<file path="config.mk">
export PLATFORM = sky130hd
export DESIGN_NAME = intel_hex_record_parser
export DESIGN_NICKNAME = d
export VERILOG_FILES = /design/src/rtl/core/ihex_pkg.sv /design/src/rtl/core/ihex_ram.sv /design/src/rtl/core/ihex_ctrl.sv /design/src/rtl/core/ihex_dp.sv /design/src/rtl/core/intel_hex_record_parser.sv
export SDC_FILE = /design/constraint.sdc
export NUM_CORES = 1
export LEC_CHECK = 0
export ABC_AREA = 1
export BUFFER_PORTS_ARGS = -buffer_cell sky130_fd_sc_hd__buf_2
export CORE_AREA = 2 2 177 179
export DETAILED_ROUTE_END_ITERATION = 16
export DIE_AREA = 0 0 179 181
export PLACE_DENSITY = 0.78
export SLEW_MARGIN = 0
export SYNTH_ARGS = -nofsm -noshare
export SYNTH_HDL_FRONTEND = slang
export SYNTH_SLANG_ARGS = --single-unit
export TNS_END_PERCENT = 5
</file>
<file path="constraint.sdc">
create_clock -name clk -period 6.8 [get_ports clk]
set_input_delay 1.36 -clock clk [delete_from_list [all_inputs] [get_ports clk]]
set_output_delay 1.36 -clock clk [all_outputs]
set_load 0.01 [all_outputs]
</file>
<file path="src/rtl/core/ihex_pkg.sv">
// Shared types, constants and helpers for the Intel HEX record parser.
`default_nettype none

package ihex_pkg;

  // Character position counter saturates here; pair decoding stops.
  localparam int unsigned POS_W = 9;
  localparam logic [POS_W-1:0] POS_MAX = 9'd511;

  localparam logic [7:0] CHAR_COLON = 8'h3A;
  localparam logic [7:0] NIBBLE_BAD = 8'hFF;

  // Record framing: length below which a line is short, and fixed overhead in characters.
  localparam logic [POS_W-1:0] MIN_LINE_CHARS = 9'd10;
  localparam logic [9:0]       LINE_OVERHEAD  = 10'd11;

  // Record types.
  localparam logic [7:0] TYPE_DATA = 8'h00;
  localparam logic [7:0] TYPE_EOF  = 8'h01;

  // Header pair slots, counted from the byte count pair.
  localparam logic [7:0] PAIR_COUNT   = 8'd1;
  localparam logic [7:0] PAIR_ADDR_HI = 8'd2;
  localparam logic [7:0] PAIR_ADDR_LO = 8'd3;
  localparam logic [7:0] PAIR_TYPE    = 8'd4;
  localparam logic [7:0] PAIR_PAYLOAD = 8'd5;

  localparam int unsigned BADDR_W = 17;

  // Line status codes.
  localparam logic [3:0] ST_DATA_OK    = 4'd0;
  localparam logic [3:0] ST_EOF        = 4'd1;
  localparam logic [3:0] ST_UNKNOWN    = 4'd2;
  localparam logic [3:0] ST_BEYOND_EOF = 4'd3;
  localparam logic [3:0] ST_SHORT      = 4'd4;
  localparam logic [3:0] ST_NO_COLON   = 4'd5;
  localparam logic [3:0] ST_LENGTH     = 4'd6;
  localparam logic [3:0] ST_CHECKSUM   = 4'd7;
  localparam logic [3:0] ST_TOO_LONG   = 4'd8;

  // Result kinds on the output tuser.
  localparam logic KIND_DATA   = 1'b0;
  localparam logic KIND_STATUS = 1'b1;

  // Commands from the controller to the datapath.
  typedef struct packed {
    logic take_char;    // decode one accepted character
    logic eval;         // evaluate the finished line
    logic rd_en;        // read the payload buffer at the current index
    logic load_byte;    // place a data byte transaction in the output register
    logic load_status;  // place the line status transaction and clear the line
  } ihex_cmd_t;

  // Status from the datapath to the controller.
  typedef struct packed {
    logic emit_data;    // line is a valid data record with payload
    logic out_free;     // output register can take a transaction this cycle
    logic idx_last;     // current index is the last payload byte
  } ihex_stat_t;

  // Hex digit value; anything else decodes as 0xFF.
  function automatic logic [7:0] hex_nibble(input logic [7:0] c);
    logic [7:0] v;
    if (c >= 8'h30 && c <= 8'h39) begin
      v = c - 8'h30;
    end else if (c >= 8'h41 && c <= 8'h46) begin
      v = c - 8'h37;
    end else if (c >= 8'h61 && c <= 8'h66) begin
      v = c - 8'h57;
    end else begin
      v = NIBBLE_BAD;
    end
    return v;
  endfunction

endpackage

`default_nettype wire

</file>
<file path="src/rtl/core/ihex_ram.sv">
// Generic single-write, single-read RAM with registered read data.
`default_nettype none

module ihex_ram #(
  parameter int DATA_W = 8,
  parameter int DEPTH  = 32,
  parameter int ADDR_W = (DEPTH > 1) ? $clog2(DEPTH) : 1
) (
  input  wire logic              clk,
  input  wire logic              we,
  input  wire logic [ADDR_W-1:0] waddr,
  input  wire logic [DATA_W-1:0] wdata,
  input  wire logic              re,
  input  wire logic [ADDR_W-1:0] raddr,
  output logic      [DATA_W-1:0] rdata
);

  logic [DATA_W-1:0] mem [DEPTH];

  // Write port, read port with held output
  always_ff @(posedge clk) begin
    if (we) begin
      mem[waddr] <= wdata;
    end
    if (re) begin
      rdata <= mem[raddr];
    end
  end

endmodule

`default_nettype wire

</file>
<file path="src/rtl/core/ihex_ctrl.sv">
// Controller state machine of the Intel HEX record parser.
`default_nettype none

module ihex_ctrl (
  input  wire logic               clk,
  input  wire logic               rst_n,
  input  wire logic               in_tvalid,
  input  wire logic               in_tlast,
  output logic                    in_tready,
  input  wire ihex_pkg::ihex_stat_t stat,
  output ihex_pkg::ihex_cmd_t     cmd
);

  typedef enum logic [1:0] {
    S_RUN,   // take characters
    S_RD,    // read one payload byte
    S_LOAD,  // hand the byte to the output register
    S_STAT   // hand the line status to the output register
  } state_t;

  state_t state_r;
  state_t state_nxt;
  logic   in_acc;

  assign in_tready = (state_r == S_RUN);
  assign in_acc    = in_tvalid && in_tready;

  // Decode commands and next state
  always_comb begin
    cmd       = '0;
    state_nxt = state_r;
    case (state_r)
      S_RUN: begin
        if (in_acc && !in_tlast) begin
          cmd.take_char = 1'b1;
        end
        if (in_acc && in_tlast) begin
          cmd.eval  = 1'b1;
          state_nxt = stat.emit_data ? S_RD : S_STAT;
        end
      end
      S_RD: begin
        cmd.rd_en = 1'b1;
        state_nxt = S_LOAD;
      end
      S_LOAD: begin
        if (stat.out_free) begin
          cmd.load_byte = 1'b1;
          state_nxt     = stat.idx_last ? S_STAT : S_RD;
        end
      end
      S_STAT: begin
        if (stat.out_free) begin
          cmd.load_status = 1'b1;
          state_nxt       = S_RUN;
        end
      end
      default: begin
        state_nxt = S_RUN;
      end
    endcase
  end

  // Hold state
  always_ff @(posedge clk) begin
    if (!rst_n) begin
      state_r <= S_RUN;
    end else begin
      state_r <= state_nxt;
    end
  end

  // A byte is handed over only after its buffer read
  a_load_after_read: assert property (@(posedge clk) disable iff (!rst_n)
    cmd.load_byte |-> state_r == S_LOAD && $past(state_r) != S_RUN)
    else $error("byte load without a preceding buffer read");

  // Evaluation leaves the run state at once
  a_eval_leaves_run: assert property (@(posedge clk) disable iff (!rst_n)
    cmd.eval |=> state_r == S_RD || state_r == S_STAT)
    else $error("line evaluation did not start result delivery");

endmodule

`default_nettype wire

</file>
<file path="src/rtl/core/ihex_dp.sv">
// Datapath of the Intel HEX record parser: decode, checks, buffer and output register.
`default_nettype none

module ihex_dp #(
  parameter int MAX_RECORD_BYTES = 32
) (
  input  wire logic                 clk,
  input  wire logic                 rst_n,
  input  wire logic [7:0]           in_tdata,
  input  wire ihex_pkg::ihex_cmd_t  cmd,
  output ihex_pkg::ihex_stat_t      stat,
  output logic                      out_tvalid,
  input  wire logic                 out_tready,
  output logic [31:0]               out_tdata,
  output logic                      out_tuser,
  output logic                      out_tlast
);

  localparam int BUF_AW = (MAX_RECORD_BYTES > 1) ? $clog2(MAX_RECORD_BYTES) : 1;
  localparam int IDX_W  = $clog2(MAX_RECORD_BYTES + 1);
  localparam logic [7:0] MAX_BYTES = 8'(MAX_RECORD_BYTES);

  // Per-line state
  logic [ihex_pkg::POS_W-1:0] pos_r;
  logic [3:0]                 hi_r;
  logic [7:0]                 count_r;
  logic [15:0]                addr_r;
  logic [7:0]                 type_r;
  logic [7:0]                 sum_r;
  logic                       fault_r;
  // Persistent state
  logic                       eof_r;
  logic                       seg_open_r;
  logic [ihex_pkg::BADDR_W-1:0] next_addr_r;
  // Delivery
  logic [IDX_W-1:0]           idx_r;
  logic [3:0]                 status_r;
  logic                       fresh_r;
  logic                       out_valid_r;
  logic                       out_kind_r;
  logic [3:0]                 out_status_r;
  logic [7:0]                 out_byte_r;
  logic [ihex_pkg::BADDR_W-1:0] out_baddr_r;
  logic                       out_seg_r;
  logic                       out_last_r;

  logic [7:0]  lo;
  logic [7:0]  pair;
  logic [7:0]  pair_idx;
  logic [7:0]  buf_off;
  logic        char_live;
  logic        buf_we;
  logic [7:0]  buf_rdata;
  logic [9:0]  len_need;
  logic [3:0]  line_status;
  logic        line_fresh;
  logic [ihex_pkg::BADDR_W-1:0] rec_addr;

  // Decode the current character as the low digit of a pair
  assign lo        = ihex_pkg::hex_nibble(in_tdata);
  assign pair      = {hi_r, 4'h0} + lo;
  assign pair_idx  = pos_r[ihex_pkg::POS_W-1:1];
  assign buf_off   = pair_idx - ihex_pkg::PAIR_PAYLOAD;
  assign char_live = cmd.take_char && (pos_r != ihex_pkg::POS_MAX);
  assign buf_we    = char_live && (pos_r != '0) && !pos_r[0] &&
                     (pair_idx >= ihex_pkg::PAIR_PAYLOAD) && (buf_off < MAX_BYTES);

  ihex_ram #(
    .DATA_W (8),
    .DEPTH  (MAX_RECORD_BYTES),
    .ADDR_W (BUF_AW)
  ) u_buf (
    .clk   (clk),
    .we    (buf_we),
    .waddr (buf_off[BUF_AW-1:0]),
    .wdata (pair),
    .re    (cmd.rd_en),
    .raddr (idx_r[BUF_AW-1:0]),
    .rdata (buf_rdata)
  );

  // Check the finished line in priority order
  assign len_need = ihex_pkg::LINE_OVERHEAD + {1'b0, count_r, 1'b0};
  assign rec_addr = ihex_pkg::BADDR_W'(addr_r);

  always_comb begin
    if (eof_r) begin
      line_status = ihex_pkg::ST_BEYOND_EOF;
    end else if (pos_r < ihex_pkg::MIN_LINE_CHARS) begin
      line_status = ihex_pkg::ST_SHORT;
    end else if (fault_r) begin
      line_status = ihex_pkg::ST_NO_COLON;
    end else if (count_r > MAX_BYTES) begin
      line_status = ihex_pkg::ST_TOO_LONG;
    end else if (10'(pos_r) != len_need) begin
      line_status = ihex_pkg::ST_LENGTH;
    end else if (sum_r != 8'h00) begin
      line_status = ihex_pkg::ST_CHECKSUM;
    end else if (type_r == ihex_pkg::TYPE_DATA) begin
      line_status = ihex_pkg::ST_DATA_OK;
    end else if (type_r == ihex_pkg::TYPE_EOF) begin
      line_status = ihex_pkg::ST_EOF;
    end else begin
      line_status = ihex_pkg::ST_UNKNOWN;
    end
  end

  assign line_fresh = !seg_open_r || (rec_addr != next_addr_r);

  assign stat.emit_data = (line_status == ihex_pkg::ST_DATA_OK) && (count_r != 8'h00);
  assign stat.out_free  = !out_valid_r || out_tready;
  assign stat.idx_last  = ((8'(idx_r) + 8'd1) == count_r);

  // Control and line state
  always_ff @(posedge clk) begin
    if (!rst_n) begin
      pos_r       <= '0;
      hi_r        <= '0;
      count_r     <= '0;
      addr_r      <= '0;
      type_r      <= '0;
      sum_r       <= '0;
      fault_r     <= 1'b0;
      eof_r       <= 1'b0;
      seg_open_r  <= 1'b0;
      next_addr_r <= '0;
      idx_r       <= '0;
      out_valid_r <= 1'b0;
    end else begin
      // Advance through the line one character at a time
      if (char_live) begin
        pos_r <= pos_r + 1'b1;
        if (pos_r == '0) begin
          fault_r <= (in_tdata != ihex_pkg::CHAR_COLON);
        end else if (pos_r[0]) begin
          hi_r <= lo[3:0];
        end else begin
          sum_r <= sum_r + pair;
          if (pair_idx == ihex_pkg::PAIR_COUNT) begin
            count_r <= pair;
          end else if (pair_idx == ihex_pkg::PAIR_ADDR_HI) begin
            addr_r <= {pair, 8'h00};
          end else if (pair_idx == ihex_pkg::PAIR_ADDR_LO) begin
            addr_r <= addr_r + 16'(pair);
          end else if (pair_idx == ihex_pkg::PAIR_TYPE) begin
            type_r <= pair;
          end
        end
      end
      // Commit record effects at end of line
      if (cmd.eval) begin
        idx_r <= '0;
        if (line_status == ihex_pkg::ST_DATA_OK) begin
          seg_open_r  <= 1'b1;
          next_addr_r <= rec_addr + ihex_pkg::BADDR_W'(count_r);
        end
        if (line_status == ihex_pkg::ST_EOF) begin
          eof_r <= 1'b1;
        end
      end
      if (cmd.load_byte) begin
        idx_r <= idx_r + 1'b1;
      end
      // Drop per-line state once the status goes out
      if (cmd.load_status) begin
        pos_r   <= '0;
        hi_r    <= '0;
        count_r <= '0;
        addr_r  <= '0;
        type_r  <= '0;
        sum_r   <= '0;
        fault_r <= 1'b0;
      end
      out_valid_r <= cmd.load_byte || cmd.load_status || (out_valid_r && !out_tready);
    end
  end

  // Latch line verdict and fill the output register
  always_ff @(posedge clk) begin
    if (cmd.eval) begin
      status_r <= line_status;
      fresh_r  <= line_fresh;
    end
    if (cmd.load_byte) begin
      out_kind_r   <= ihex_pkg::KIND_DATA;
      out_status_r <= ihex_pkg::ST_DATA_OK;
      out_byte_r   <= buf_rdata;
      out_baddr_r  <= rec_addr + ihex_pkg::BADDR_W'(idx_r);
      out_seg_r    <= fresh_r && (idx_r == '0);
      out_last_r   <= 1'b0;
    end else if (cmd.load_status) begin
      out_kind_r   <= ihex_pkg::KIND_STATUS;
      out_status_r <= status_r;
      out_byte_r   <= 8'h00;
      out_baddr_r  <= '0;
      out_seg_r    <= 1'b0;
      out_last_r   <= 1'b1;
    end
  end

  assign out_tvalid = out_valid_r;
  assign out_tuser  = out_kind_r;
  assign out_tlast  = out_last_r;
  assign out_tdata  = {2'b00, out_seg_r, out_baddr_r, out_byte_r, out_status_r};

  // Never overwrite a transaction that is still waiting
  a_no_overwrite: assert property (@(posedge clk) disable iff (!rst_n)
    (cmd.load_byte || cmd.load_status) |-> (!out_valid_r || out_tready))
    else $error("output register overwritten");

  // At most one datapath action per cycle
  a_one_cmd: assert property (@(posedge clk) disable iff (!rst_n)
    $onehot0({cmd.take_char, cmd.eval, cmd.load_byte, cmd.load_status}))
    else $error("conflicting datapath commands");

  // Bytes are only read within the record's payload
  a_idx_in_range: assert property (@(posedge clk) disable iff (!rst_n)
    cmd.rd_en |-> (8'(idx_r) < count_r) && (count_r <= MAX_BYTES))
    else $error("payload read beyond record length");

  // End of file is sticky until reset
  a_eof_sticky: assert property (@(posedge clk) disable iff (!rst_n)
    eof_r |=> eof_r)
    else $error("end-of-file flag lost");

endmodule

`default_nettype wire

</file>
<file path="src/rtl/core/intel_hex_record_parser.sv">
// Intel HEX record parser top level: one character per transaction, results per line.
// Timing: a character yields no result; for a line that sends no data, the line-end marker
//   moves the controller to S_STAT; the status loads once the output register is free.
// Throughput: characters at one per cycle while in S_RUN; a valid data record sends its n
//   buffered bytes, each by a buffer read then an output load, then the status, and the next
//   character is taken after the status loads (n = 0 for other lines).
// Reset (rst_n low, synchronous): clears line state, end-of-file and segment tracking;
//   the payload buffer is not cleared.
`default_nettype none

module intel_hex_record_parser #(
  parameter int MAX_RECORD_BYTES = 32
) (
  input  wire logic        clk,
  input  wire logic        rst_n,
  input  wire logic        in_tvalid,
  output logic             in_tready,
  input  wire logic [7:0]  in_tdata,   // [7:0] ch
  input  wire logic        in_tlast,   // line_end
  output logic             out_tvalid,
  input  wire logic        out_tready,
  output logic [31:0]      out_tdata,  // [3:0] status, [11:4] data_byte,
                                       // [28:12] byte_address, [29] new_segment, [31:30] 0
  output logic             out_tuser,  // kind
  output logic             out_tlast   // last
);

  ihex_pkg::ihex_cmd_t  cmd;
  ihex_pkg::ihex_stat_t stat;

  ihex_ctrl u_ctrl (
    .clk       (clk),
    .rst_n     (rst_n),
    .in_tvalid (in_tvalid),
    .in_tlast  (in_tlast),
    .in_tready (in_tready),
    .stat      (stat),
    .cmd       (cmd)
  );

  ihex_dp #(
    .MAX_RECORD_BYTES (MAX_RECORD_BYTES)
  ) u_dp (
    .clk        (clk),
    .rst_n      (rst_n),
    .in_tdata   (in_tdata),
    .cmd        (cmd),
    .stat       (stat),
    .out_tvalid (out_tvalid),
    .out_tready (out_tready),
    .out_tdata  (out_tdata),
    .out_tuser  (out_tuser),
    .out_tlast  (out_tlast)
  );

endmodule

`default_nettype wire
</file>
==> reports/qor.csv <==
metric;value;unit
outcome;finished clean;
fmax;193;MHz
clock share of power;0.410;
Post-CTS Hold Fix Bufs;0;
xor/xnor share of the synthesized area;0.0199;
adder-cell share of the synthesized area;0.0396;
Reg clk slew, reported paths;60;ps
CTS tree;yes;
Final GP Congestion;0.898;
routed wire length per instance;19.9;um
area grow syn2layout;9.98;%
Post-DP Area;0.0185;sq mm
Slew @ Worst Pin;1290;ps
cts repair resizes;0;
synth cell count leaders;edfxtp_1 (295), nor2_1 (277), nand2_1 (213);
crit path time final;5190;ps
RSZ-0062 raised after global routing;no;
Mean Syn Cell Area;9.91;sq um
total die area;0.0324;sq mm
main area contributors after synthesis;edfxtp_1 (49%), dfxtp_1 (9.7%), nor2_1 (5.8%), o21ai_0 (5.6%), nand2_1 (4.4%);
yosys warns;0;
Flop pwr share;0.490;
vias per cell;6.02;
Yosys reg bits;382;
Synth Area in Simple Gates;0.153;
final setup fails;0;
P_sw;0.00132;W
grt total ovfl;0;
Finished Core Util;0.653;
Static Leakage;7.30;nW
Hold WC Path Type;reg2reg;
GRT Max-Usage Layer;met2;
Die Width;179;um
fill cell count;2337;
crit path DAT;5580;ps
share of the synthesized area in the top cell type;0.492;
register area share after synthesis;0.589;
Comb pwr share;0.100;
main flop type after synthesis;edfxtp_1;
initial antenna violation count;0;
largest net degree at the start of global routing;111;
layout cells sized above 1;0.0981;
CP endpoint kind;flop;
Syn Inst Count;1818;
Mapped Area;0.0180;sq mm
Hold Fails Final Rpt;0;
post-route ant nets;0;
CORE AREA;0.0303;sq mm
period utilization;0.764;
Initial Util;0.593;
IO buf count;46;
Post-Route WL;45000;um
vias in the first global route;13317;
DPL Wire Length;29000;um
fin. max-slew vios;0;
CTS sink count;382;
Power Density;269;mW/mm^2
CP Launch Type;input pin;
total global routing track utilization;0.281;
DRC violations left;0;
first-pass GRT wire length;71100;um
Switching Share;0.247;
Slew HR;0.137;
worst vdd rail ir drop;206;uV
most frequent cell after synthesis;edfxtp_1;
main combinational cell family by area after synthesis;simple AND/OR/NAND/NOR gates;
Multi-input gate area;0.00641;sq mm
setup_tns;0;ps
chip height;181;um
row count;64;
required time worst endpoint;7190;ps
# Max-Cap Violations;0;
via count;13625;
CTS H-Tree Depth;2;
GR Layer Usage met3;0.0427;
GR Layer Usage met2;0.458;
area leader, netlist;edfxtp_1;
crit-path max FO;7;
clock root cell;clkbuf_16;
clk buf depth;3;
post-CTS setup buffer count;0;
1st-pass router iterations;6;
I/O pin cnt;49;
library cells used by synthesis;53;
initial drt markers;1561;
asr flop ratio synth;0;
total CTS buffers;40;
n_diodes;0;
GR Util met1;0.384;
number of synthesized flops with an enable pin;295;
clock skew;20.9;ps
Seq. cell area;0.0106;sq mm
Final Instance Area;0.0198;sq mm
Setup CP Type;in2reg;
mux contribution to synthesized area;0;
nets;1906;
compound-gate portion of the synthesized area;0.142;
Pint;0.00401;W
Clk Latency, worst-skew pair;550;ps
[worst paths after layout]
check / startpoint / endpoint / slack, ps / cells past startpoint
max: in_tdata[1] / u_dp.addr_r[13] / 1610 / 28
min: u_dp.status_r[3] / u_dp.out_status_r[3] / 450 / 2
max reg2reg: u_dp.pos_r[5] / u_dp.u_buf.mem[20][6] / 3000 / 14
min reg2reg: u_dp.status_r[3] / u_dp.out_status_r[3] / 450 / 2
[kinds of logic (layout without fill, tap and decap cells)]
logic type	count (synthesis)	in the layout
xor gates and xnor gates	41	41
adders and majority gates	54	54
and+or+nand+nor	638	638
buffers and inverters	254	301
other	1	2
AOI/OAI and AO/OA	448	448
DFF	382	382
[placed cells by master, fill, tap and decap left out, drive strengths merged, types with 16 or more instances in the layout]
cell | Yosys | final
dfxtp | 87 | 87
nand3 | 66 | 66
o211ai | 18 | 18
nor3 | 25 | 25
edfxtp | 295 | 295
nand4 | 23 | 23
o22ai | 46 | 46
nor2 | 287 | 287
buf | 24 | 61
clkinv | 6 | 16
a21oi | 113 | 113
o21ai | 219 | 219
ha | 49 | 49
xor2 | 33 | 33
inv | 165 | 165
clkbuf | 59 | 56
o221ai | 26 | 26
nand2 | 219 | 219
[layer usage]
layer | vias to the layer above | wire (um)
met5 | - | 0
met1 | 6483 | 18200
met4 | 0 | 1490
met3 | 108 | 3780
met2 | 625 | 21500
li1 | 6409 | -
[worst max-delay path, cell delays in order]
cell      delay [ps]
buf_2            120
inv_1            100
ha_1             210
nor2_1            90
nand3_1          110
a21oi_1          140
nor2_1            50
nand2_1          200
nand2_1          140
nor2_1           240
nand3b_1         150
ha_1             160
inv_1             50
fa_1             370
xor2_1           260
inv_1            110
ha_1             320
nand2_1           80
nor3_1           140
nand2_1           70
o211ai_1         130
a31oi_1          180
nor2_1           250
inv_1            100
o21ai_0          170
nand3_1          100
o211ai_1         100
a21oi_1           80
[stage by stage]
step                      setup WS, ps  instances  hold slack (ps)  total power, W
after floorplan                   1590       1819              412         0.00301
after global placement            1250       2193              431         0.00316
after detailed placement          1160       2193              430         0.00318
after CTS                         1700       2262              451         0.00532
after global routing              1090       2262              470         0.00549
final                             1610       2262              448         0.00532
[power groups by stage]
stage | clock [W] | combinational [W] | sequential, W
global route | 0.00229 | 0.000589 | 0.00261
floorplan | 0 | 0.000352 | 0.00266
global placement | 0 | 0.000506 | 0.00265
finish | 0.00218 | 0.000533 | 0.00261
CTS | 0.00219 | 0.000527 | 0.00261
detailed placement | 0 | 0.000522 | 0.00266
[cell type report]
class,count,share of cell area
repair buffers,61,0.0173
well taps,396,0.0250
multi-input cells,1183,0.324
inverters,171,0.0325
flip-flops and latches,382,0.535
clock inverters,13,0.00903
clock buffers,56,0.0572
[flip-flops by register name, indices dropped and copies added, names as in the netlist, 9 cells and up]
name / flops
u_dp.out_baddr_r: 17
u_dp.addr_r: 16
u_dp.pos_r: 9
u_dp.u_buf.mem: 256
u_dp.next_addr_r: 17
Power figures use the tool's default switching activity.
